[src/kred_pkg.sv]
// kred_pkg: shared types and constants of the keyboard report event differ
// no dependencies

package kred_pkg;

  localparam int IN_SLOTS = 6;   // key slot fields carried by one input word
  localparam int CODE_W   = 16;
  localparam int MOD_W    = 8;

  // reserved keycodes read as an empty slot
  localparam logic [CODE_W-1:0] RSV_LO    = 16'h0001;
  localparam logic [CODE_W-1:0] RSV_HI    = 16'h0003;
  localparam logic [CODE_W-1:0] CODE_MASK = 16'hFFFF;

  // event kinds
  localparam logic [1:0] EV_MOD_PRESS   = 2'd0;
  localparam logic [1:0] EV_MOD_RELEASE = 2'd1;
  localparam logic [1:0] EV_KEY_PRESS   = 2'd2;
  localparam logic [1:0] EV_KEY_RELEASE = 2'd3;

  // register indexes
  localparam logic [1:0] REG_ENABLED   = 2'd0;
  localparam logic [1:0] REG_SLOTS     = 2'd1;
  localparam logic [1:0] REG_MOD_PRES  = 2'd2;

  typedef struct packed {
    logic             enabled;
    logic [2:0]       key_slots_used;
    logic [MOD_W-1:0] modifier_present;
  } cfg_t;

  typedef struct packed {
    logic load;      // take a new current code, clear visited marks
    logic rot_cur;   // current codes move one cell toward the head
    logic rot_prev;  // previous codes move one cell toward the head
    logic commit;    // previous <= current
    logic sel_rel;   // compare for releases instead of presses
  } cell_ctrl_t;

  typedef struct packed {
    logic dup;       // candidate already seen among visited words
    logic other;     // candidate present in the other list
  } hit_t;

endpackage

[src/kred_in_if.sv]
// kred_in_if: input channel carrying one keyboard report word
// depends on kred_pkg

interface kred_in_if;
  import kred_pkg::*;

  logic              valid;
  logic              ready;
  logic [MOD_W-1:0]  modifier_bits;
  logic [CODE_W-1:0] key_slot_0;
  logic [CODE_W-1:0] key_slot_1;
  logic [CODE_W-1:0] key_slot_2;
  logic [CODE_W-1:0] key_slot_3;
  logic [CODE_W-1:0] key_slot_4;
  logic [CODE_W-1:0] key_slot_5;

  modport source (
    output valid, modifier_bits, key_slot_0, key_slot_1, key_slot_2,
           key_slot_3, key_slot_4, key_slot_5,
    input  ready
  );

  modport sink (
    input  valid, modifier_bits, key_slot_0, key_slot_1, key_slot_2,
           key_slot_3, key_slot_4, key_slot_5,
    output ready
  );

endinterface

[src/kred_out_if.sv]
// kred_out_if: output channel carrying one key event word
// depends on kred_pkg

interface kred_out_if;
  import kred_pkg::*;

  logic              valid;
  logic              ready;
  logic [1:0]        event_kind;
  logic [CODE_W-1:0] event_code;
  logic              last_event;

  modport source (
    output valid, event_kind, event_code, last_event,
    input  ready
  );

  modport sink (
    input  valid, event_kind, event_code, last_event,
    output ready
  );

endinterface

[src/kred_apb_regs.sv]
// kred_apb_regs: apb-style configuration registers
// depends on kred_pkg

module kred_apb_regs
  import kred_pkg::*;
(
  input  logic        clk_i,
  input  logic        rst_ni,
  input  logic        psel,
  input  logic        penable,
  input  logic        pwrite,
  input  logic [3:0]  paddr,
  input  logic [31:0] pwdata,
  output logic [31:0] prdata,
  output logic        pready,
  output cfg_t        cfg_o
);

  cfg_t       cfg_q, cfg_d;
  logic [1:0] idx;
  logic       wr_en;

  assign idx    = paddr[3:2];
  assign wr_en  = psel && penable && pwrite;
  assign pready = 1'b1;
  assign cfg_o  = cfg_q;

  always_comb begin
    cfg_d = cfg_q;
    if (wr_en) begin
      unique case (idx)
        REG_ENABLED:  cfg_d.enabled          = pwdata[0];
        REG_SLOTS:    cfg_d.key_slots_used   = pwdata[2:0];
        REG_MOD_PRES: cfg_d.modifier_present = pwdata[MOD_W-1:0];
        default: ;
      endcase
    end
  end

  always_comb begin
    unique case (idx)
      REG_ENABLED:  prdata = {31'd0, cfg_q.enabled};
      REG_SLOTS:    prdata = {29'd0, cfg_q.key_slots_used};
      REG_MOD_PRES: prdata = {24'd0, cfg_q.modifier_present};
      default:      prdata = 32'd0;
    endcase
  end

  always_ff @(posedge clk_i or negedge rst_ni) begin
    if (!rst_ni) begin
      cfg_q.enabled          <= 1'b1;
      cfg_q.key_slots_used   <= 3'd6;
      cfg_q.modifier_present <= 8'hFF;
    end else begin
      cfg_q <= cfg_d;
    end
  end

endmodule

[src/kred_cell.sv]
// kred_cell: one key slot of the differ chain, holds a previous and a current code
// depends on kred_pkg

module kred_cell
  import kred_pkg::*;
(
  input  logic              clk_i,
  input  logic              rst_ni,
  input  cell_ctrl_t        ctrl_i,
  input  logic [CODE_W-1:0] load_code_i,
  input  logic [CODE_W-1:0] cand_i,
  input  logic [CODE_W-1:0] cur_nb_i,
  input  logic              cur_vis_nb_i,
  input  logic [CODE_W-1:0] prev_nb_i,
  input  logic              prev_vis_nb_i,
  input  hit_t              hit_i,
  output logic [CODE_W-1:0] cur_o,
  output logic              cur_vis_o,
  output logic [CODE_W-1:0] prev_o,
  output logic              prev_vis_o,
  output hit_t              hit_o
);

  logic [CODE_W-1:0] cur_q, prev_q;
  logic              cur_vis_q, prev_vis_q;
  logic              cur_eq, prev_eq;

  assign cur_eq  = (cur_q == cand_i);
  assign prev_eq = (prev_q == cand_i);

  // match flags ripple toward the head cell
  always_comb begin
    hit_o = hit_i;
    if (ctrl_i.sel_rel) begin
      hit_o.dup   = hit_i.dup   | (prev_vis_q & prev_eq);
      hit_o.other = hit_i.other | cur_eq;
    end else begin
      hit_o.dup   = hit_i.dup   | (cur_vis_q & cur_eq);
      hit_o.other = hit_i.other | prev_eq;
    end
  end

  always_ff @(posedge clk_i) begin
    if (ctrl_i.load) begin
      cur_q <= load_code_i;
    end else if (ctrl_i.rot_cur) begin
      cur_q <= cur_nb_i;
    end
  end

  always_ff @(posedge clk_i or negedge rst_ni) begin
    if (!rst_ni) begin
      prev_q     <= '0;
      cur_vis_q  <= 1'b0;
      prev_vis_q <= 1'b0;
    end else begin
      if (ctrl_i.load) begin
        cur_vis_q  <= 1'b0;
        prev_vis_q <= 1'b0;
      end else begin
        if (ctrl_i.rot_cur) begin
          cur_vis_q <= cur_vis_nb_i;
        end
        if (ctrl_i.rot_prev) begin
          prev_vis_q <= prev_vis_nb_i;
        end
      end
      if (ctrl_i.commit) begin
        prev_q <= cur_q;
      end else if (ctrl_i.rot_prev) begin
        prev_q <= prev_nb_i;
      end
    end
  end

  assign cur_o      = cur_q;
  assign cur_vis_o  = cur_vis_q;
  assign prev_o     = prev_q;
  assign prev_vis_o = prev_vis_q;

endmodule

[src/keyboard_report_event_differ_top.sv]
// keyboard report event differ: one report word in, a run of key event words out.
// the sequencer visits each modifier bit, then each current slot, then each previous
// slot, one per cycle while the output register is free, rotating the cell row during
// the slot visits, then takes a finish step that commits the report.
// one report in flight at a time; output stalls freeze the sequence.
// reset: previous modifiers and keys clear to zero, registers take their defaults.

module keyboard_report_event_differ_top
  import kred_pkg::*;
#(
  parameter int KEY_SLOTS = 6
) (
  input  logic        clk_i,
  input  logic        rst_ni,
  kred_in_if.sink     in_i,
  kred_out_if.source  out_o,
  input  logic        psel,
  input  logic        penable,
  input  logic        pwrite,
  input  logic [3:0]  paddr,
  input  logic [31:0] pwdata,
  output logic [31:0] prdata,
  output logic        pready
);

  localparam int CNT_MAX = (KEY_SLOTS > MOD_W) ? KEY_SLOTS : MOD_W;
  localparam int CW      = $clog2(CNT_MAX);
  localparam logic [CW-1:0] MOD_LAST = CW'(MOD_W - 1);
  localparam logic [CW-1:0] KEY_LAST = CW'(KEY_SLOTS - 1);

  localparam logic [2:0] S_IDLE  = 3'd0;
  localparam logic [2:0] S_MOD   = 3'd1;
  localparam logic [2:0] S_PRESS = 3'd2;
  localparam logic [2:0] S_REL   = 3'd3;
  localparam logic [2:0] S_FIN   = 3'd4;

  cfg_t cfg;

  kred_apb_regs u_regs (
    .clk_i   (clk_i),
    .rst_ni  (rst_ni),
    .psel    (psel),
    .penable (penable),
    .pwrite  (pwrite),
    .paddr   (paddr),
    .pwdata  (pwdata),
    .prdata  (prdata),
    .pready  (pready),
    .cfg_o   (cfg)
  );

  logic [2:0]        state_q, state_d;
  logic [CW-1:0]     cnt_q, cnt_d;
  logic [MOD_W-1:0]  mods_q, mods_d, pmod_q, pmod_d;
  logic              out_vld_q, out_vld_d, out_last_q, out_last_d;
  logic [1:0]        out_kind_q, out_kind_d, hold_kind_q, hold_kind_d;
  logic [CODE_W-1:0] out_code_q, out_code_d, hold_code_q, hold_code_d;
  logic              hold_vld_q, hold_vld_d;

  logic              accept, adv;
  cell_ctrl_t        ctrl;
  logic              ev_found;
  logic [1:0]        ev_kind;
  logic [CODE_W-1:0] ev_code;
  logic [CODE_W-1:0] cand;
  logic [2:0]        bit_idx;

  logic [CODE_W-1:0] in_slot  [IN_SLOTS];
  logic [CODE_W-1:0] cur_w    [KEY_SLOTS];
  logic [CODE_W-1:0] prev_w   [KEY_SLOTS];
  logic [KEY_SLOTS-1:0] cur_vis_w, prev_vis_w;
  hit_t              hit_w    [KEY_SLOTS+1];

  assign in_slot[0] = in_i.key_slot_0;
  assign in_slot[1] = in_i.key_slot_1;
  assign in_slot[2] = in_i.key_slot_2;
  assign in_slot[3] = in_i.key_slot_3;
  assign in_slot[4] = in_i.key_slot_4;
  assign in_slot[5] = in_i.key_slot_5;

  assign in_i.ready = (state_q == S_IDLE);
  assign accept     = in_i.valid && in_i.ready;
  // the sequencer steps only when the output register can take a word
  assign adv        = !out_vld_q || out_o.ready;

  assign ctrl.load     = accept && cfg.enabled;
  assign ctrl.rot_cur  = (state_q == S_PRESS) && adv;
  assign ctrl.rot_prev = (state_q == S_REL) && adv;
  assign ctrl.commit   = (state_q == S_FIN) && adv;
  assign ctrl.sel_rel  = (state_q == S_REL);

  assign hit_w[KEY_SLOTS] = '0;
  assign cand = ctrl.sel_rel ? prev_w[0] : cur_w[0];

  for (genvar k = 0; k < KEY_SLOTS; k++) begin : g_cell
    localparam int NK = (k + 1) % KEY_SLOTS;
    logic [CODE_W-1:0] load_code;
    logic              cur_vis_nb, prev_vis_nb;

    if (k < IN_SLOTS) begin : g_in
      logic rsv;
      assign rsv = (in_slot[k] >= RSV_LO) && (in_slot[k] <= RSV_HI);
      assign load_code = ((k < int'(cfg.key_slots_used)) && !rsv) ?
                         (in_slot[k] & CODE_MASK) : '0;
    end else begin : g_empty
      assign load_code = '0;
    end

    // the word wrapping from the head into the tail has been visited
    if (k == KEY_SLOTS - 1) begin : g_tail
      assign cur_vis_nb  = 1'b1;
      assign prev_vis_nb = 1'b1;
    end else begin : g_mid
      assign cur_vis_nb  = cur_vis_w[NK];
      assign prev_vis_nb = prev_vis_w[NK];
    end

    kred_cell u_cell (
      .clk_i         (clk_i),
      .rst_ni        (rst_ni),
      .ctrl_i        (ctrl),
      .load_code_i   (load_code),
      .cand_i        (cand),
      .cur_nb_i      (cur_w[NK]),
      .cur_vis_nb_i  (cur_vis_nb),
      .prev_nb_i     (prev_w[NK]),
      .prev_vis_nb_i (prev_vis_nb),
      .hit_i         (hit_w[k+1]),
      .cur_o         (cur_w[k]),
      .cur_vis_o     (cur_vis_w[k]),
      .prev_o        (prev_w[k]),
      .prev_vis_o    (prev_vis_w[k]),
      .hit_o         (hit_w[k])
    );
  end

  assign bit_idx = cnt_q[2:0];

  always_comb begin
    ev_found = 1'b0;
    ev_kind  = EV_MOD_PRESS;
    ev_code  = '0;
    unique case (state_q)
      S_MOD: begin
        ev_found = mods_q[bit_idx] ^ pmod_q[bit_idx];
        ev_kind  = mods_q[bit_idx] ? EV_MOD_PRESS : EV_MOD_RELEASE;
        ev_code  = CODE_W'(bit_idx);
      end
      S_PRESS, S_REL: begin
        ev_found = (cand != '0) && !hit_w[0].dup && !hit_w[0].other;
        ev_kind  = ctrl.sel_rel ? EV_KEY_RELEASE : EV_KEY_PRESS;
        ev_code  = cand;
      end
      default: ;
    endcase
  end

  always_comb begin
    state_d     = state_q;
    cnt_d       = cnt_q;
    mods_d      = mods_q;
    pmod_d      = pmod_q;
    out_vld_d   = out_vld_q && !out_o.ready;
    out_kind_d  = out_kind_q;
    out_code_d  = out_code_q;
    out_last_d  = out_last_q;
    hold_vld_d  = hold_vld_q;
    hold_kind_d = hold_kind_q;
    hold_code_d = hold_code_q;

    // each new event pushes the held one out; the held one is known last at the end
    if (adv && ev_found) begin
      if (hold_vld_q) begin
        out_vld_d  = 1'b1;
        out_kind_d = hold_kind_q;
        out_code_d = hold_code_q;
        out_last_d = 1'b0;
      end
      hold_vld_d  = 1'b1;
      hold_kind_d = ev_kind;
      hold_code_d = ev_code;
    end

    unique case (state_q)
      S_IDLE: begin
        if (ctrl.load) begin
          mods_d  = in_i.modifier_bits & cfg.modifier_present;
          cnt_d   = '0;
          state_d = S_MOD;
        end
      end
      S_MOD: begin
        if (adv) begin
          cnt_d = cnt_q + 1'b1;
          if (cnt_q == MOD_LAST) begin
            cnt_d   = '0;
            state_d = S_PRESS;
          end
        end
      end
      S_PRESS: begin
        if (adv) begin
          cnt_d = cnt_q + 1'b1;
          if (cnt_q == KEY_LAST) begin
            cnt_d   = '0;
            state_d = S_REL;
          end
        end
      end
      S_REL: begin
        if (adv) begin
          cnt_d = cnt_q + 1'b1;
          if (cnt_q == KEY_LAST) begin
            cnt_d   = '0;
            state_d = S_FIN;
          end
        end
      end
      S_FIN: begin
        if (adv) begin
          if (hold_vld_q) begin
            out_vld_d  = 1'b1;
            out_kind_d = hold_kind_q;
            out_code_d = hold_code_q;
            out_last_d = 1'b1;
            hold_vld_d = 1'b0;
          end
          pmod_d  = mods_q;
          state_d = S_IDLE;
        end
      end
      default: state_d = S_IDLE;
    endcase
  end

  always_ff @(posedge clk_i or negedge rst_ni) begin
    if (!rst_ni) begin
      state_q    <= S_IDLE;
      cnt_q      <= '0;
      pmod_q     <= '0;
      out_vld_q  <= 1'b0;
      hold_vld_q <= 1'b0;
    end else begin
      state_q    <= state_d;
      cnt_q      <= cnt_d;
      pmod_q     <= pmod_d;
      out_vld_q  <= out_vld_d;
      hold_vld_q <= hold_vld_d;
    end
  end

  always_ff @(posedge clk_i) begin
    mods_q      <= mods_d;
    out_kind_q  <= out_kind_d;
    out_code_q  <= out_code_d;
    out_last_q  <= out_last_d;
    hold_kind_q <= hold_kind_d;
    hold_code_q <= hold_code_d;
  end

  assign out_o.valid      = out_vld_q;
  assign out_o.event_kind = out_kind_q;
  assign out_o.event_code = out_code_q;
  assign out_o.last_event = out_last_q;

  // no held event may survive into idle, or it would be merged into the next run
  a_idle_no_hold: assert property (@(posedge clk_i) disable iff (!rst_ni)
    (state_q == S_IDLE) |-> !hold_vld_q)
    else $error("held event pending while idle");

  // the last word of a run is shown only once nothing is held behind it
  a_last_alone: assert property (@(posedge clk_i) disable iff (!rst_ni)
    (out_vld_q && out_last_q) |-> !hold_vld_q)
    else $error("last event shown with an event still held");

  a_fin_to_idle: assert property (@(posedge clk_i) disable iff (!rst_ni)
    (state_q == S_FIN && adv) |=> (state_q == S_IDLE))
    else $error("finish step did not return to idle");

  a_cnt_range: assert property (@(posedge clk_i) disable iff (!rst_ni)
    (state_q == S_PRESS || state_q == S_REL) |-> (cnt_q <= KEY_LAST))
    else $error("slot counter beyond the cell row");

  // previous codes change only on the finish commit or while rotating
  a_prev_stable: assert property (@(posedge clk_i) disable iff (!rst_ni)
    (state_q == S_IDLE || state_q == S_MOD || state_q == S_PRESS) |=>
      $stable(prev_w[0]))
    else $error("previous key changed outside release scan or commit");

endmodule

[src/flat_wrapper.sv]
// flat-port wrapper written by rule: the top's interface ports become plain ports
module keyboard_report_event_differ_top_flat import kred_pkg::*;
#(
  parameter int KEY_SLOTS = 6
)
  (clk_i, rst_ni, psel, penable, pwrite, paddr, pwdata, prdata, pready, in_i_valid, in_i_modifier_bits, in_i_key_slot_0, in_i_key_slot_1, in_i_key_slot_2, in_i_key_slot_3, in_i_key_slot_4, in_i_key_slot_5, in_i_ready, out_o_valid, out_o_event_kind, out_o_event_code, out_o_last_event, out_o_ready);
  kred_in_if in_i_i ();
  kred_out_if out_o_i ();
  input  logic clk_i;
  input  logic rst_ni;
  input  logic psel;
  input  logic penable;
  input  logic pwrite;
  input  logic [3:0] paddr;
  input  logic [31:0] pwdata;
  output logic [31:0] prdata;
  output logic pready;
  input wire logic [$bits(in_i_i.valid)-1:0] in_i_valid;
  input wire logic [$bits(in_i_i.modifier_bits)-1:0] in_i_modifier_bits;
  input wire logic [$bits(in_i_i.key_slot_0)-1:0] in_i_key_slot_0;
  input wire logic [$bits(in_i_i.key_slot_1)-1:0] in_i_key_slot_1;
  input wire logic [$bits(in_i_i.key_slot_2)-1:0] in_i_key_slot_2;
  input wire logic [$bits(in_i_i.key_slot_3)-1:0] in_i_key_slot_3;
  input wire logic [$bits(in_i_i.key_slot_4)-1:0] in_i_key_slot_4;
  input wire logic [$bits(in_i_i.key_slot_5)-1:0] in_i_key_slot_5;
  output wire logic [$bits(in_i_i.ready)-1:0] in_i_ready;
  output wire logic [$bits(out_o_i.valid)-1:0] out_o_valid;
  output wire logic [$bits(out_o_i.event_kind)-1:0] out_o_event_kind;
  output wire logic [$bits(out_o_i.event_code)-1:0] out_o_event_code;
  output wire logic [$bits(out_o_i.last_event)-1:0] out_o_last_event;
  input wire logic [$bits(out_o_i.ready)-1:0] out_o_ready;
  assign in_i_i.valid = in_i_valid;
  assign in_i_i.modifier_bits = in_i_modifier_bits;
  assign in_i_i.key_slot_0 = in_i_key_slot_0;
  assign in_i_i.key_slot_1 = in_i_key_slot_1;
  assign in_i_i.key_slot_2 = in_i_key_slot_2;
  assign in_i_i.key_slot_3 = in_i_key_slot_3;
  assign in_i_i.key_slot_4 = in_i_key_slot_4;
  assign in_i_i.key_slot_5 = in_i_key_slot_5;
  assign in_i_ready = in_i_i.ready;
  assign out_o_valid = out_o_i.valid;
  assign out_o_event_kind = out_o_i.event_kind;
  assign out_o_event_code = out_o_i.event_code;
  assign out_o_last_event = out_o_i.last_event;
  assign out_o_i.ready = out_o_ready;
  keyboard_report_event_differ_top #(.KEY_SLOTS(KEY_SLOTS)) u_core (.clk_i(clk_i), .rst_ni(rst_ni), .in_i(in_i_i), .out_o(out_o_i), .psel(psel), .penable(penable), .pwrite(pwrite), .paddr(paddr), .pwdata(pwdata), .prdata(prdata), .pready(pready));
endmodule
[config.mk]
export PLATFORM = sky130hd
export DESIGN_NAME = keyboard_report_event_differ_top_flat
export DESIGN_NICKNAME = d
export VERILOG_FILES = /design/src/kred_pkg.sv /design/src/kred_in_if.sv /design/src/kred_out_if.sv /design/src/kred_apb_regs.sv /design/src/kred_cell.sv /design/src/keyboard_report_event_differ_top.sv /design/src/flat_wrapper.sv
export SDC_FILE = /design/constraint.sdc
export NUM_CORES = 1
export LEC_CHECK = 0
export BUFFER_PORTS_ARGS = -buffer_cell sky130_fd_sc_hd__buf_2
export CAP_MARGIN = 20
export CORE_MARGIN = 2
export CORE_UTILIZATION = 30
export DETAILED_ROUTE_END_ITERATION = 10
export PLACE_DENSITY = 0.5
export RECOVER_POWER = 25
export SETUP_SLACK_MARGIN = 0.15
export SYNTH_ARGS = -nofsm -noshare
export SYNTH_HDL_FRONTEND = slang
export SYNTH_SLANG_ARGS = --single-unit
[constraint.sdc]
create_clock -name clk_i -period 3.59 [get_ports clk_i]
set_input_delay 0.1795 -clock clk_i [delete_from_list [all_inputs] [get_ports clk_i]]
set_output_delay 0.1795 -clock clk_i [all_outputs]
set_load 0.01 [all_outputs]
After elaboration in Yosys (flattened, before gate mapping)
Cells that the tools add are included.
{"block": "totals", "n_memories": 0, "latch_bits": 0, "in_bits": 147, "mem_bits_rw": 0, "reg_bits": 277, "romBits": 0, "word_cells": 280}
{"block": "classes", "n_eq_ne": 29, "multipliers": 0, "reduce_logical": 49, "n_bitwise": 34, "magnitude_cmp": 19, "n_addsub": 1, "n_shift": 0, "div_mod_pow": 0, "n_mux": 110}
{"op": "2-to-1 mux 16 bit", "n": 36}
{"op": "equality test 16 bit", "n": 12}
{"op": ">= comparator 16 x 1 -> 1 bit, second input constant", "n": 6}
{"op": "less-or-equal comparator 16 x 2 -> 1 bit, second input constant", "n": 6}
{"op": "2-to-1 mux 1 bit", "n": 42}
{"op": "2-to-1 mux 3 bit", "n": 13}
{"op": "one-hot mux 16 bit (2 select lines)", "n": 1}
{"op": "one-hot mux 8 bit (3 select lines)", "n": 1}
{"op": "logical AND 1 bit", "n": 23}
{"op": "2-to-1 mux 2 bit", "n": 11}
{"op": "bitwise OR 1 bit", "n": 20}
{"op": "nonzero test 16 bit", "n": 1}
{"op": "one-hot mux 3 bit (5 select lines)", "n": 1}
{"op": "AND 1 bit", "n": 12}
{"op": "inequality test 2 x 1 -> 1 bit, second input constant", "n": 6}
{"op": "zero test 1 bit", "n": 10}
{"op": "AND reduction 2 bit", "n": 5}
{"op": "equality test 3 bit, second input constant", "n": 3}
{"op": "one-hot mux 3 bit (3 select lines)", "n": 1}
{"op": "AND 8 bit", "n": 1}
{"op": "AND reduction 8 bit", "n": 1}
{"op": "binary-select mux 1 bit (select 3 bit)", "n": 2}
{"op": "equality test 3 x 2 -> 1 bit, second input constant", "n": 2}
{"op": "< comparator 1 x 3 -> 1 bit, first input constant", "n": 2}
{"op": "18 further kinds", "n": 24}

Depth between registers and ports, before layout
Gate-level depths: netlist of the first run.
{"block": "logic_depth", "word_depth": 24, "ltp_mapped": 15}

Cells and area by module
A second synthesis of the first run with hierarchy kept.
{"block": "unflattened", "cells_unflattened": 1478, "hier_area_um2": 16026.6}
{"mod": "kred_cell", "cells_per_inst": 160, "n_inst": 6, "seq_area_each_um2": 930.9, "area_per_inst_um2": 1870.5}
{"mod": "keyboard_report_event_differ_top", "cells_per_inst": 451, "n_inst": 1, "seq_area_each_um2": 1751.7, "area_per_inst_um2": 4032.6}
{"mod": "kred_apb_regs", "cells_per_inst": 67, "n_inst": 1, "seq_area_each_um2": 314.1, "area_per_inst_um2": 770.7}

Worst setup path before layout of the first run
No wires, ideal clock.
{"block": "synth_timing", "path_kind": "register to register", "start": "reg u_core.state_q[1]", "end": "reg u_core.g_cell[0].u_cell.cur_q[0], enable pin", "path_stages_with_launch": 6, "n_path_buf": 1, "required_ns": 3.140, "setup_slack_ns": -0.292, "period_less_slack_ns": 3.882, "t_arrival_ns": 3.432, "path_cell_list": "dfrtp_1 -> clkbuf_1 -> nand2b_1 -> nor3_1 -> nor2_1 -> inv_1"}
{"block": "synth_via", "elab_chain_len": 4, "word_cells_on_any_way": 6}
{"item": "from (decl)", "line": "keyboard_report_event_differ_top.sv:52", "rtl": "logic [2:0] state_q, state_d;"}
{"item": "from (signal assigned)", "line": "keyboard_report_event_differ_top.sv:244", "rtl": "state_q <= state_d;"}
{"item": "zero test 3 bit", "line": "keyboard_report_event_differ_top.sv:81", "rtl": "assign in_i.ready = (state_q == S_IDLE);"}
{"item": "logical AND 1 bit", "line": "keyboard_report_event_differ_top.sv:82", "rtl": "assign accept = in_i.valid && in_i.ready;"}
{"item": "logical AND 1 bit", "line": "keyboard_report_event_differ_top.sv:86", "rtl": "assign ctrl.load = accept && cfg.enabled;"}
{"item": "nonzero test 2 bit (no source line) *"}
{"item": "to (signal assigned)", "line": "kred_cell.sv:45", "rtl": "cur_q <= load_code_i;"}
{"item": "to (signal assigned)", "line": "kred_cell.sv:47", "rtl": "cur_q <= cur_nb_i;"}
{"item": "to (decl)", "line": "kred_cell.sv:24", "rtl": "logic [CODE_W-1:0] cur_q, prev_q;"}
Mark *: on every way between the ends. The rest lies on a longest branch, timed or not.
A chain may end at the register's enable or synchronous reset.

==> results of run 1 <==
[state kept, by name, indices dropped and copies added (netlist names), named ones only]
name and cells:
u_core.state_q 3, u_core.g_cell.u_cell.cur_vis_o 6, u_core.pmod_q 8, u_core.g_cell.u_cell.prev_vis_o 6, u_core.hold_vld_q 1, u_core.g_cell.u_cell.prev_o 96, u_core.mods_q 8, u_core.out_o.valid 1
u_core.bit_idx 3, u_core.u_regs.cfg_o 12, u_core.g_cell.u_cell.cur_o 96, u_core.hold_kind_q 2, u_core.hold_code_q 16
[report_power, final]
part	internal [mW]	leakage (nW)	total (mW)	switching, mW
sequential	5.01	3.05	7.08	2.07
combinational	3.93	5.33	9.37	5.44
clock	2.10	0.543	3.56	1.46
total	11.0	8.92	20.0	8.97
[metal layers]
layer	vias up	part of all wire (%)	wire length [µm]	track usage, %
met1	8312	40	32600	37.0
met5	-	0	0	0
met2	1061	44	35700	42.7
met3	282	10	8350	6.20
met4	0	6.1	4980	14.4
li1	7239	-	-	-
[critical path, delay by kind of cell (launching register included)]
family / cells / cell delay [ns]
AND/OR/NAND/NOR: 3 / 0.60
flip-flops: 1 / 0.44
buffers and inverters: 5 / 0.84
AO/OA/AOI/OAI: 6 / 1.28
[Yosys cell counts (4+ instances only)]
| cell type | instances | area (µm²) |
|---|---|---|
| xnor2_1 | 73 | 639 |
| clkbuf_1 | 84 | 315 |
| nor2b_1 | 56 | 350 |
| o2bb2ai_1 | 6 | 52.6 |
| and2_1 | 16 | 100 |
| or3_1 | 4 | 25.0 |
| a222oi_1 | 22 | 220 |
| a31oi_1 | 55 | 344 |
| nor2_1 | 144 | 541 |
| o221ai_1 | 11 | 96.3 |
| o21ai_0 | 116 | 581 |
| buf_2 | 19 | 95.1 |
| nor3_1 | 43 | 215 |
| a211oi_1 | 17 | 128 |
| or4_1 | 6 | 45.0 |
| o21a_1 | 4 | 30.0 |
| and3_1 | 9 | 56.3 |
| nor4_1 | 39 | 244 |
| mux4_2 | 4 | 90.1 |
| mux2i_1 | 31 | 310 |
| xor2_1 | 77 | 674 |
| nand2_1 | 248 | 931 |
| nand2b_1 | 11 | 68.8 |
| edfxtp_1 | 141 | 4230 |
| nand4_1 | 25 | 156 |
| mux2_2 | 12 | 135 |
| a21oi_1 | 60 | 300 |
| dfstp_2 | 11 | 289 |
| a22oi_1 | 10 | 75.1 |
| mux2i_2 | 5 | 68.8 |
| nand3_1 | 34 | 170 |
| a2111oi_0 | 15 | 131 |
| o22ai_1 | 23 | 144 |
| o2111ai_1 | 5 | 43.8 |
| buf_1 | 13 | 48.8 |
| a221oi_1 | 16 | 140 |
| buf_4 | 29 | 218 |
| inv_1 | 83 | 312 |
| a22o_1 | 54 | 473 |
| dfrtp_1 | 125 | 3130 |
[repair_timing]
action | in CTS | in global routing
endpoints found under the hold margin | 178 | 0
hold buffers | 109 | 0
pin swaps | 1 | 10
buffers inserted | 1 | 11
setup endpoints to repair | 57 | 57
resized for setup | 3 | 45
[final timing paths]
kind | startpoint | end | slack, ns | cells past startpoint
max | u_core.state_q[0] | register | 0.18 | 14
min | in_i_key_slot_2[9] | u_core.g_cell[2].u_cell.cur_o[9] | 0.02 | 3
max reg2reg | u_core.state_q[0] | register | 0.18 | 14
min reg2reg | u_core.mods_q[2] | u_core.pmod_q[2] | 0.47 | 2
max in group asynchronous | rst_ni | u_core.g_cell[0].u_cell.prev_o[6] | 1.25 | 2
min in group asynchronous | rst_ni | u_core.out_o.valid | 0.85 | 2
[layout make-up]
class	count	share of cell area, %
multi-input cells	1316	37.6
well taps	748	4.24
inverters	86	1.48
clock inverters	17	0.925
clock buffers	42	4.13
repair buffers	471	16.8
flip-flops and latches	277	34.7
[cell families after synthesis]
group | share of synthesized area, %
and+or+nand+nor | 17.8
AOI/OAI and AO/OA | 18.1
DFF | 45.8
buffers and inverters | 6.22
xor gates and xnor gates | 7.87
muxes | 3.89
adders and majority gates | 0.225
other | 0.0450
[placed cells by master, fill, tap and decap left out, types with 6 or more instances in the layout]
| cell type | instances |
|---|---|
| a31oi_1 | 54 |
| clkbuf_1 | 17 |
| conb_1 | 25 |
| xor2_1 | 77 |
| clkbuf_16 | 34 |
| mux2_2 | 11 |
| a221oi_1 | 14 |
| a222oi_1 | 22 |
| a21oi_1 | 59 |
| or4_1 | 6 |
| buf_12 | 22 |
| buf_4 | 184 |
| dlygate4sd3_1 | 109 |
| nor2b_1 | 56 |
| o221ai_1 | 7 |
| clkinv_1 | 7 |
| inv_1 | 80 |
| buf_2 | 138 |
| a22oi_1 | 9 |
| dfstp_1 | 7 |
| dfrtp_1 | 117 |
| nand2b_1 | 11 |
| a2111oi_0 | 11 |
| dfrtp_2 | 8 |
| o2bb2ai_1 | 6 |
| o22ai_1 | 22 |
| nor3_1 | 43 |
| o21ai_0 | 116 |
| nor2_1 | 141 |
| edfxtp_1 | 141 |
| a211oi_1 | 15 |
| nor4_1 | 39 |
| xnor2_1 | 73 |
| nand3_1 | 32 |
| a22o_1 | 54 |
| and2_1 | 12 |
| nand2_1 | 246 |
| and3_1 | 8 |
| mux2i_1 | 28 |
| nand4_1 | 25 |
[per-stage QoR]
stage	hold WS, ns	setup TNS (ns)
detailed placement	0.310	-3.97
floorplan	-0.116	0
global route	0.0272	0
CTS	0.00771	0
finish	0.0190	0
global placement	0.292	-4.50
==> reports/qor.yml, run 1 <==
outcome:
  status: "finished with violations"
  violations: "max-capacitance violations, max-slew violations"
run:
  cap_viol_max_count: 1
final_layout:
  stdcell_count: 2957
  fill_cells: 5541
  nNetsFinal: 2336
  area_growth_syn_to_layout_pct: 32.0
  multiInputGateArea_mm2: 0.00830
  antenna_cells: 0
  ff_latch_area_mm2: 0.00766
  drive_above_1_share_pct: 21.5
  postLayoutCellArea_mm2: 0.0220
  fin_util_pct: 40.0
pwr:
  peakVddDrop_mv: 0.456
  power_leakage_nw: 8.92
  p_total_mw: 20.0
  powerDensity_mw_per_mm2: 907
timing:
  hold_violations: 0
  fin_ws_ns: 0.181
  finalCritPeriodShare_pct: 95.0
  finalMaxSlewViolations: 78
  skew_ns: 0.0229
  relSlewSlack_pct: -51.0
  rsz0062_at_grt: "no"
  setup_violations: 0
  worstMarginPinSlew_ns: 2.26
  fin_crit_ns: 3.41
  fmax_mhz: 293
detailed_routing:
  ant_nets: 0
  drt_first_pass_iters: 7
  drc: 0
  num_vias: 16900
  drtIter0Drc: 2005
  viasPerCell: 5.71
  wirelength_um: 81600
  wire_per_inst_um: 27.6
die:
  die_h_um: 240
  core_mm2: 0.0551
  fp-row-count: 86
  start_util_pct: 30.3
  die_w_um: 240
  fp.dieArea_mm2: 0.0576
  io_pins: 201
synth:
  ys_ff_latch: 277
  ys_types: 72
  synthArstFlopShare_pct: 49.1
  synth.avg_cell_area_um2: 9.25
  yosys_warnings: 0
  yosysSeqAreaShare_pct: 45.8
  ys.flop_type: "edfxtp_1"
  synth_edf_count: 141
  mappedNetlistArea_mm2: 0.0167
  syn_inst: 1805
clock_network:
  cts_tree: "yes"
  clk_latency_ns: 0.56
  clock_sinks: 277
  clock_tree.buffer_depth: 3
  root_buffer: "clkbuf_16"
  cts_buffers: 34
  clk_pin_slew_ns: 0.06
  htree_levels: 2
placement:
  pre_cts_slack_ns: -0.135
  hpwl_um: 60600
  dp.cells: 2777
  gp_congestion: 1.02
  place_area_mm2: 0.0196
  port_buffers: 149
grt:
  antenna_found_initial: 5
  grt_pass1_vias: 16300
  grt_overflow_total: 0
  grt_pass1_wl_um: 116000
  grt_max_degree: 79
  track_usage_pct: 27.9
setup_path:
  crit_chain: "and3b_2 -> buf_12 -> buf_4 -> a221oi_2 -> a22oi_2 -> a2111oi_4 -> nand4_1 -> o221ai_2 -> o22ai_2 -> buf_4 -> a211oi_2 -> buf_4 -> nor2_2 -> buf_12"
  cpMostUsedCell: "buf_4"
  required_ns: 3.90
  crit_path_start_kind: "register"
  critical_path.endpoint_type: "register"
  arrival_ns: 3.71
  critPathKind: "register to register"
  cp_max_fo: 19
  critPathSlowestCell: "dfrtp_2"
  cpPeakStageDelay_ns: 0.44
worst_hold_path:
  min_path_type: "input port to register"
No activity file was read; power rests on OpenSTA's default activity.
==> run 2, diff against run 1 <==
Clock period 3.59 ns to 2.8 ns, I/O delays scaled along.
==> reports/qor.yml, run 2 (synthesis results as in run 1) <==
outcome:
  status: "finished with violations"
  violations: "max-capacitance violations, max-slew violations, negative setup slack"
pwr:
  powerDensity_mw_per_mm2: 1190
  p_total_mw: 30.3
  peakVddDrop_mv: 0.567
  power_leakage_nw: 10.9
grt:
  grt_pass1_vias: 17900
  antenna_found_initial: 3
  grt_max_degree: 117
  track_usage_pct: 32.2
  grt_overflow_total: 0
  grt_pass1_wl_um: 131000
final_layout:
  layout_common_cells: "495 x buf_4, 246 x nand2_1, 148 x buf_2"
  drive_above_1_share_pct: 33.7
  antenna_cells: 0
  postLayoutCellArea_mm2: 0.0254
  area_growth_syn_to_layout_pct: 52.2
  nNetsFinal: 2690
  fin_util_pct: 46.1
  final_common_cell: "buf_4"
setup_path:
  cp_num_buf_inv: 4
  critPathSlowestCell: "dfrtp_1"
  crit_path_start_kind: "register"
  cpPeakStageDelay_ns: 0.40
  startpoint: "u_core.state_q[2]"
  critPathKind: "register to register"
  timing.rr.start: "u_core.state_q[2]"
  critical_path.endpoint_type: "register"
  arrival_ns: 3.67
  critPathTopFamily: "compound AO/OA/AOI/OAI gates"
  required_ns: 3.09
  crit_chain: "and3b_2 -> buf_12 -> mux2i_4 -> buf_4 -> nor2_1 -> a211oi_2 -> nand4_1 -> o221ai_2 -> o22ai_4 -> a211oi_4 -> buf_6 -> clkbuf_16 -> nor3_2"
  cp_max_fo: 7
detailed_routing:
  drtIter0Drc: 2207
  num_vias: 18100
  viasPerCell: 5.47
  drc: 0
  ant_nets: 0
  drt_first_pass_iters: 8
  wire_per_inst_um: 28.3
  wirelength_um: 93900
clock_network:
  cts_buffers: 36
  cts_tree: "yes"
  clock_tree.buffer_depth: 3
  clk_latency_ns: 0.57
  clk_pin_slew_ns: 0.05
  clock_sinks: 277
  htree_levels: 2
  root_buffer: "clkbuf_16"
die:
  io_pins: 201
  die_w_um: 240
  fp.dieArea_mm2: 0.0576
  die_h_um: 240
  start_util_pct: 30.3
  core_mm2: 0.0551
  fp-row-count: 86
timing:
  worstMarginPinSlew_ns: 1.81
  rsz0062_at_grt: "yes"
  fin_ws_ns: -0.577
  relSlewSlack_pct: -20.6
  skew_ns: 0.0258
  hold_violations: 0
  finalMaxSlewViolations: 55
  fin_crit_ns: 3.38
  setup_violations: 58
  setup_tns_ns: -30.99
  fmax_mhz: 296
  finalCritPeriodShare_pct: 121
worst_hold_path:
  min_from: "in_i_key_slot_0[1]"
  min_path_type: "input port to register"
placement:
  port_buffers: 149
  pre_cts_slack_ns: -0.939
  gp_congestion: 1.05
  hpwl_um: 70600
  place_area_mm2: 0.0222
run:
  cap_viol_max_count: 1
-- run 2: metal layers --
layer	wire [µm]	vias up	share of wire (%)	track usage (%)
met4	4170	0	4.4	13.4
met3	8380	189	8.9	6.65
met2	41100	1034	44	48.9
li1	-	7962	-	-
met1	40300	8955	43	44.4
met5	0	-	0	0
-- run 2: path summary, 6_finish.rpt --
kind                                                      end  slack (ns)  depth (start not counted)
max                                                  register       -0.58                         13
min                          u_core.g_cell[0].u_cell.cur_o[1]        0.03                          2
max reg2reg                                          register       -0.58                         13
min reg2reg                                  u_core.pmod_q[7]        0.47                          2
max in group asynchronous   u_core.g_cell[0].u_cell.prev_o[3]        0.55                          3
min in group asynchronous  u_core.g_cell[0].u_cell.prev_o[11]        0.62                          2
-- run 2: power breakdown --
part	leakage, nW	internal, mW	switching (mW)
Sequential	3.06	6.41	1.86
Clock	0.548	2.73	1.91
Combinational	7.30	8.00	9.38
-- run 2: final cells by class --
type | instances | area, µm²
fillers | 5436 | 29700
multi-input cells | 1316 | 8610
flip-flops and latches | 277 | 7650
repair buffers | 823 | 6750
clock buffers | 48 | 977
well taps | 748 | 936
inverters | 86 | 328
clock inverters | 16 | 168
-- run 2: per-stage QoR --
stage,cells,hold WS [ns]
after global routing,3314,0.0129
after global placement,3090,0.191
after detailed placement,3090,0.206
after floorplan,1828,-0.156
after CTS,3289,0.0103
final,3314,0.0334
-- run 2: repair_timing --
action	in CTS	in global routing
endpoints found under the hold margin	166	0
gates resized for setup	50	44
pin swaps	22	25
hold buffers	112	0
endpoints found under the setup margin	58	156
buffers inserted	21	20
gates cloned	2	5
==> run 3, diff against run 2 <==
--- a/config.mk
+++ b/config.mk
@@ -11,5 +11,5 @@
 export CORE_UTILIZATION = 30
 export DETAILED_ROUTE_END_ITERATION = 10
-export PLACE_DENSITY = 0.5
+export PLACE_DENSITY = 0.49
 export RECOVER_POWER = 25
 export SETUP_SLACK_MARGIN = 0.15
==> constraint.sdc (replaced) <==
create_clock -name clk_i -period 3.87 [get_ports clk_i]
set_input_delay 0.387 -clock clk_i [delete_from_list [all_inputs] [get_ports clk_i]]
set_output_delay 0.387 -clock clk_i [all_outputs]
set_load 0.01 [all_outputs]
==> reports/qor.yml, run 3 (synthesis results as in run 1) <==
detailed_routing:
  wirelength_um: 77700
  drtIter0Drc: 1873
  drc: 0
  drt_first_pass_iters: 6
  wire_per_inst_um: 27.8
  viasPerCell: 5.74
  ant_nets: 0
  num_vias: 16100
clock_network:
  cts_tree: "yes"
  cts_buffers: 31
  htree_levels: 1
  clock_sinks: 277
  clk_pin_slew_ns: 0.06
  clock_tree.buffer_depth: 3
  clk_latency_ns: 0.62
  root_buffer: "clkbuf_16"
outcome:
  violations: "max-capacitance violations, max-slew violations"
  status: "finished with violations"
die:
  die_h_um: 240
  core_mm2: 0.0551
  start_util_pct: 30.3
  fp-row-count: 86
  io_pins: 201
  fp.dieArea_mm2: 0.0576
  die_w_um: 240
grt:
  grt_overflow_total: 0
  grt_pass1_wl_um: 111000
  track_usage_pct: 26.6
  grt_pass1_vias: 15400
  antenna_found_initial: 1
  grt_max_degree: 108
setup_path:
  required_ns: 4.21
  critPathKind: "register to register"
  crit_path_start_kind: "register"
  critical_path.endpoint_type: "register"
  arrival_ns: 3.96
  rrSetupSlack_ns: 0.25
  cp_max_fo: 19
run:
  cap_viol_max_count: 1
worst_hold_path:
  min_path_type: "input port to register"
timing:
  whs_ns: 0.0328
  fin_crit_ns: 3.62
  skew_ns: 0.0373
  fmax_mhz: 276
  setup_violations: 0
  finalMaxSlewViolations: 73
  rsz0062_at_grt: "no"
  hold_violations: 0
  finalCritPeriodShare_pct: 93.5
  fin_ws_ns: 0.251
  relSlewSlack_pct: -29.2
  setup_tns_ns: 0
  worstMarginPinSlew_ns: 1.94
pwr:
  peakVddDrop_mv: 0.474
  powerDensity_mw_per_mm2: 875
  power_leakage_nw: 8.16
final_layout:
  area_growth_syn_to_layout_pct: 21.4
  nNetsFinal: 2172
  fin_util_pct: 36.8
  layout_common_cells: "246 x nand2_1, 148 x buf_2, 143 x nor2_1"
  final_common_cell: "nand2_1"
  drive_above_1_share_pct: 20.0
placement:
  gp_congestion: 0.997
  pre_cts_slack_ns: 0.158
  port_buffers: 149
  hpwl_um: 57200
run 3: cell count changes in the layout (fill, tap and decap cells not counted), sizes merged:
cell	delta
diode	+2
clkinvlp	+3
clkinv	+3
dlygate4sd3	-111
buf	-398
clkbuf	-17
bufinv	+1
run 3: final cells by class:
class,instances,area [µm²]
clock buffer,35,801
inverter,86,327
antenna,2,5.00
tap,748,936
clock inverter,23,234
timing repair buffer,310,2160
sequential,277,7650
multi-input combinational,1316,8160
fill,5746,34800
run 3: timing repair:
item / 4_1_cts / 5_1_grt
endpoints found under the hold margin: 60 / 0
buffers inserted: 0 / 16
pin swaps: 0 / 1
endpoints found under the setup margin: 19 / 57
hold buffers: 1 / 0
resized for setup: 3 / 6
run 3: worst paths after layout:
kind / start / to / cells past startpoint
max in group asynchronous: rst_ni / u_core.g_cell[0].u_cell.prev_o[12] / 3
worst max register to register: u_core.g_cell[0].u_cell.prev_o[13] / register / 13
worst min-delay path: pwdata[4] / u_core.u_regs.cfg_o[4] / 2
worst max-delay path: u_core.g_cell[0].u_cell.prev_o[13] / register / 13
worst min register to register: u_core.mods_q[6] / u_core.pmod_q[6] / 2
min in group asynchronous: rst_ni / u_core.g_cell[2].u_cell.prev_o[10] / 2
run 3: per-stage QoR:
step	instance area, µm²	std cells	total power, mW
detailed placement	19100	2718	14.3
CTS	20100	2777	17.4
global placement	19100	2717	14.3
floorplan	16800	1828	10.3
finish	20300	2797	17.7
global route	20300	2795	18.4
run 3: power breakdown:
part | switching (mW) | internal (mW) | leakage, nW | total, mW
clock | 1.33 | 1.75 | 0.496 | 3.08
sequential | 1.91 | 4.64 | 3.06 | 6.55
combinational | 4.79 | 3.32 | 4.60 | 8.11
total | 8.03 | 9.71 | 8.16 | 17.7
run 3: critical path, cell delays in order, from the launching register on:
cell	delay (ns)
dfrtp_1	0.59
inv_1	0.24
nor2_1	0.41
buf_4	0.23
a221oi_1	0.09
nor4_2	0.51
buf_4	0.21
nand3_1	0.08
nand3_1	0.14
o22ai_1	0.18
a211oi_2	0.25
buf_4	0.18
nor2_1	0.07
buf_12	0.17
run 3: layer usage:
metal | vias to the layer above | wire (µm) | part of all wire [%] | track usage [%]
met5 | - | 17 | 0.022 | 0
met3 | 260 | 7460 | 9.6 | 5.05
li1 | 6910 | - | - | -
met1 | 7900 | 31900 | 41 | 35.9
met2 | 987 | 33700 | 43 | 40.1
met4 | 2 | 4680 | 6.0 | 14.3
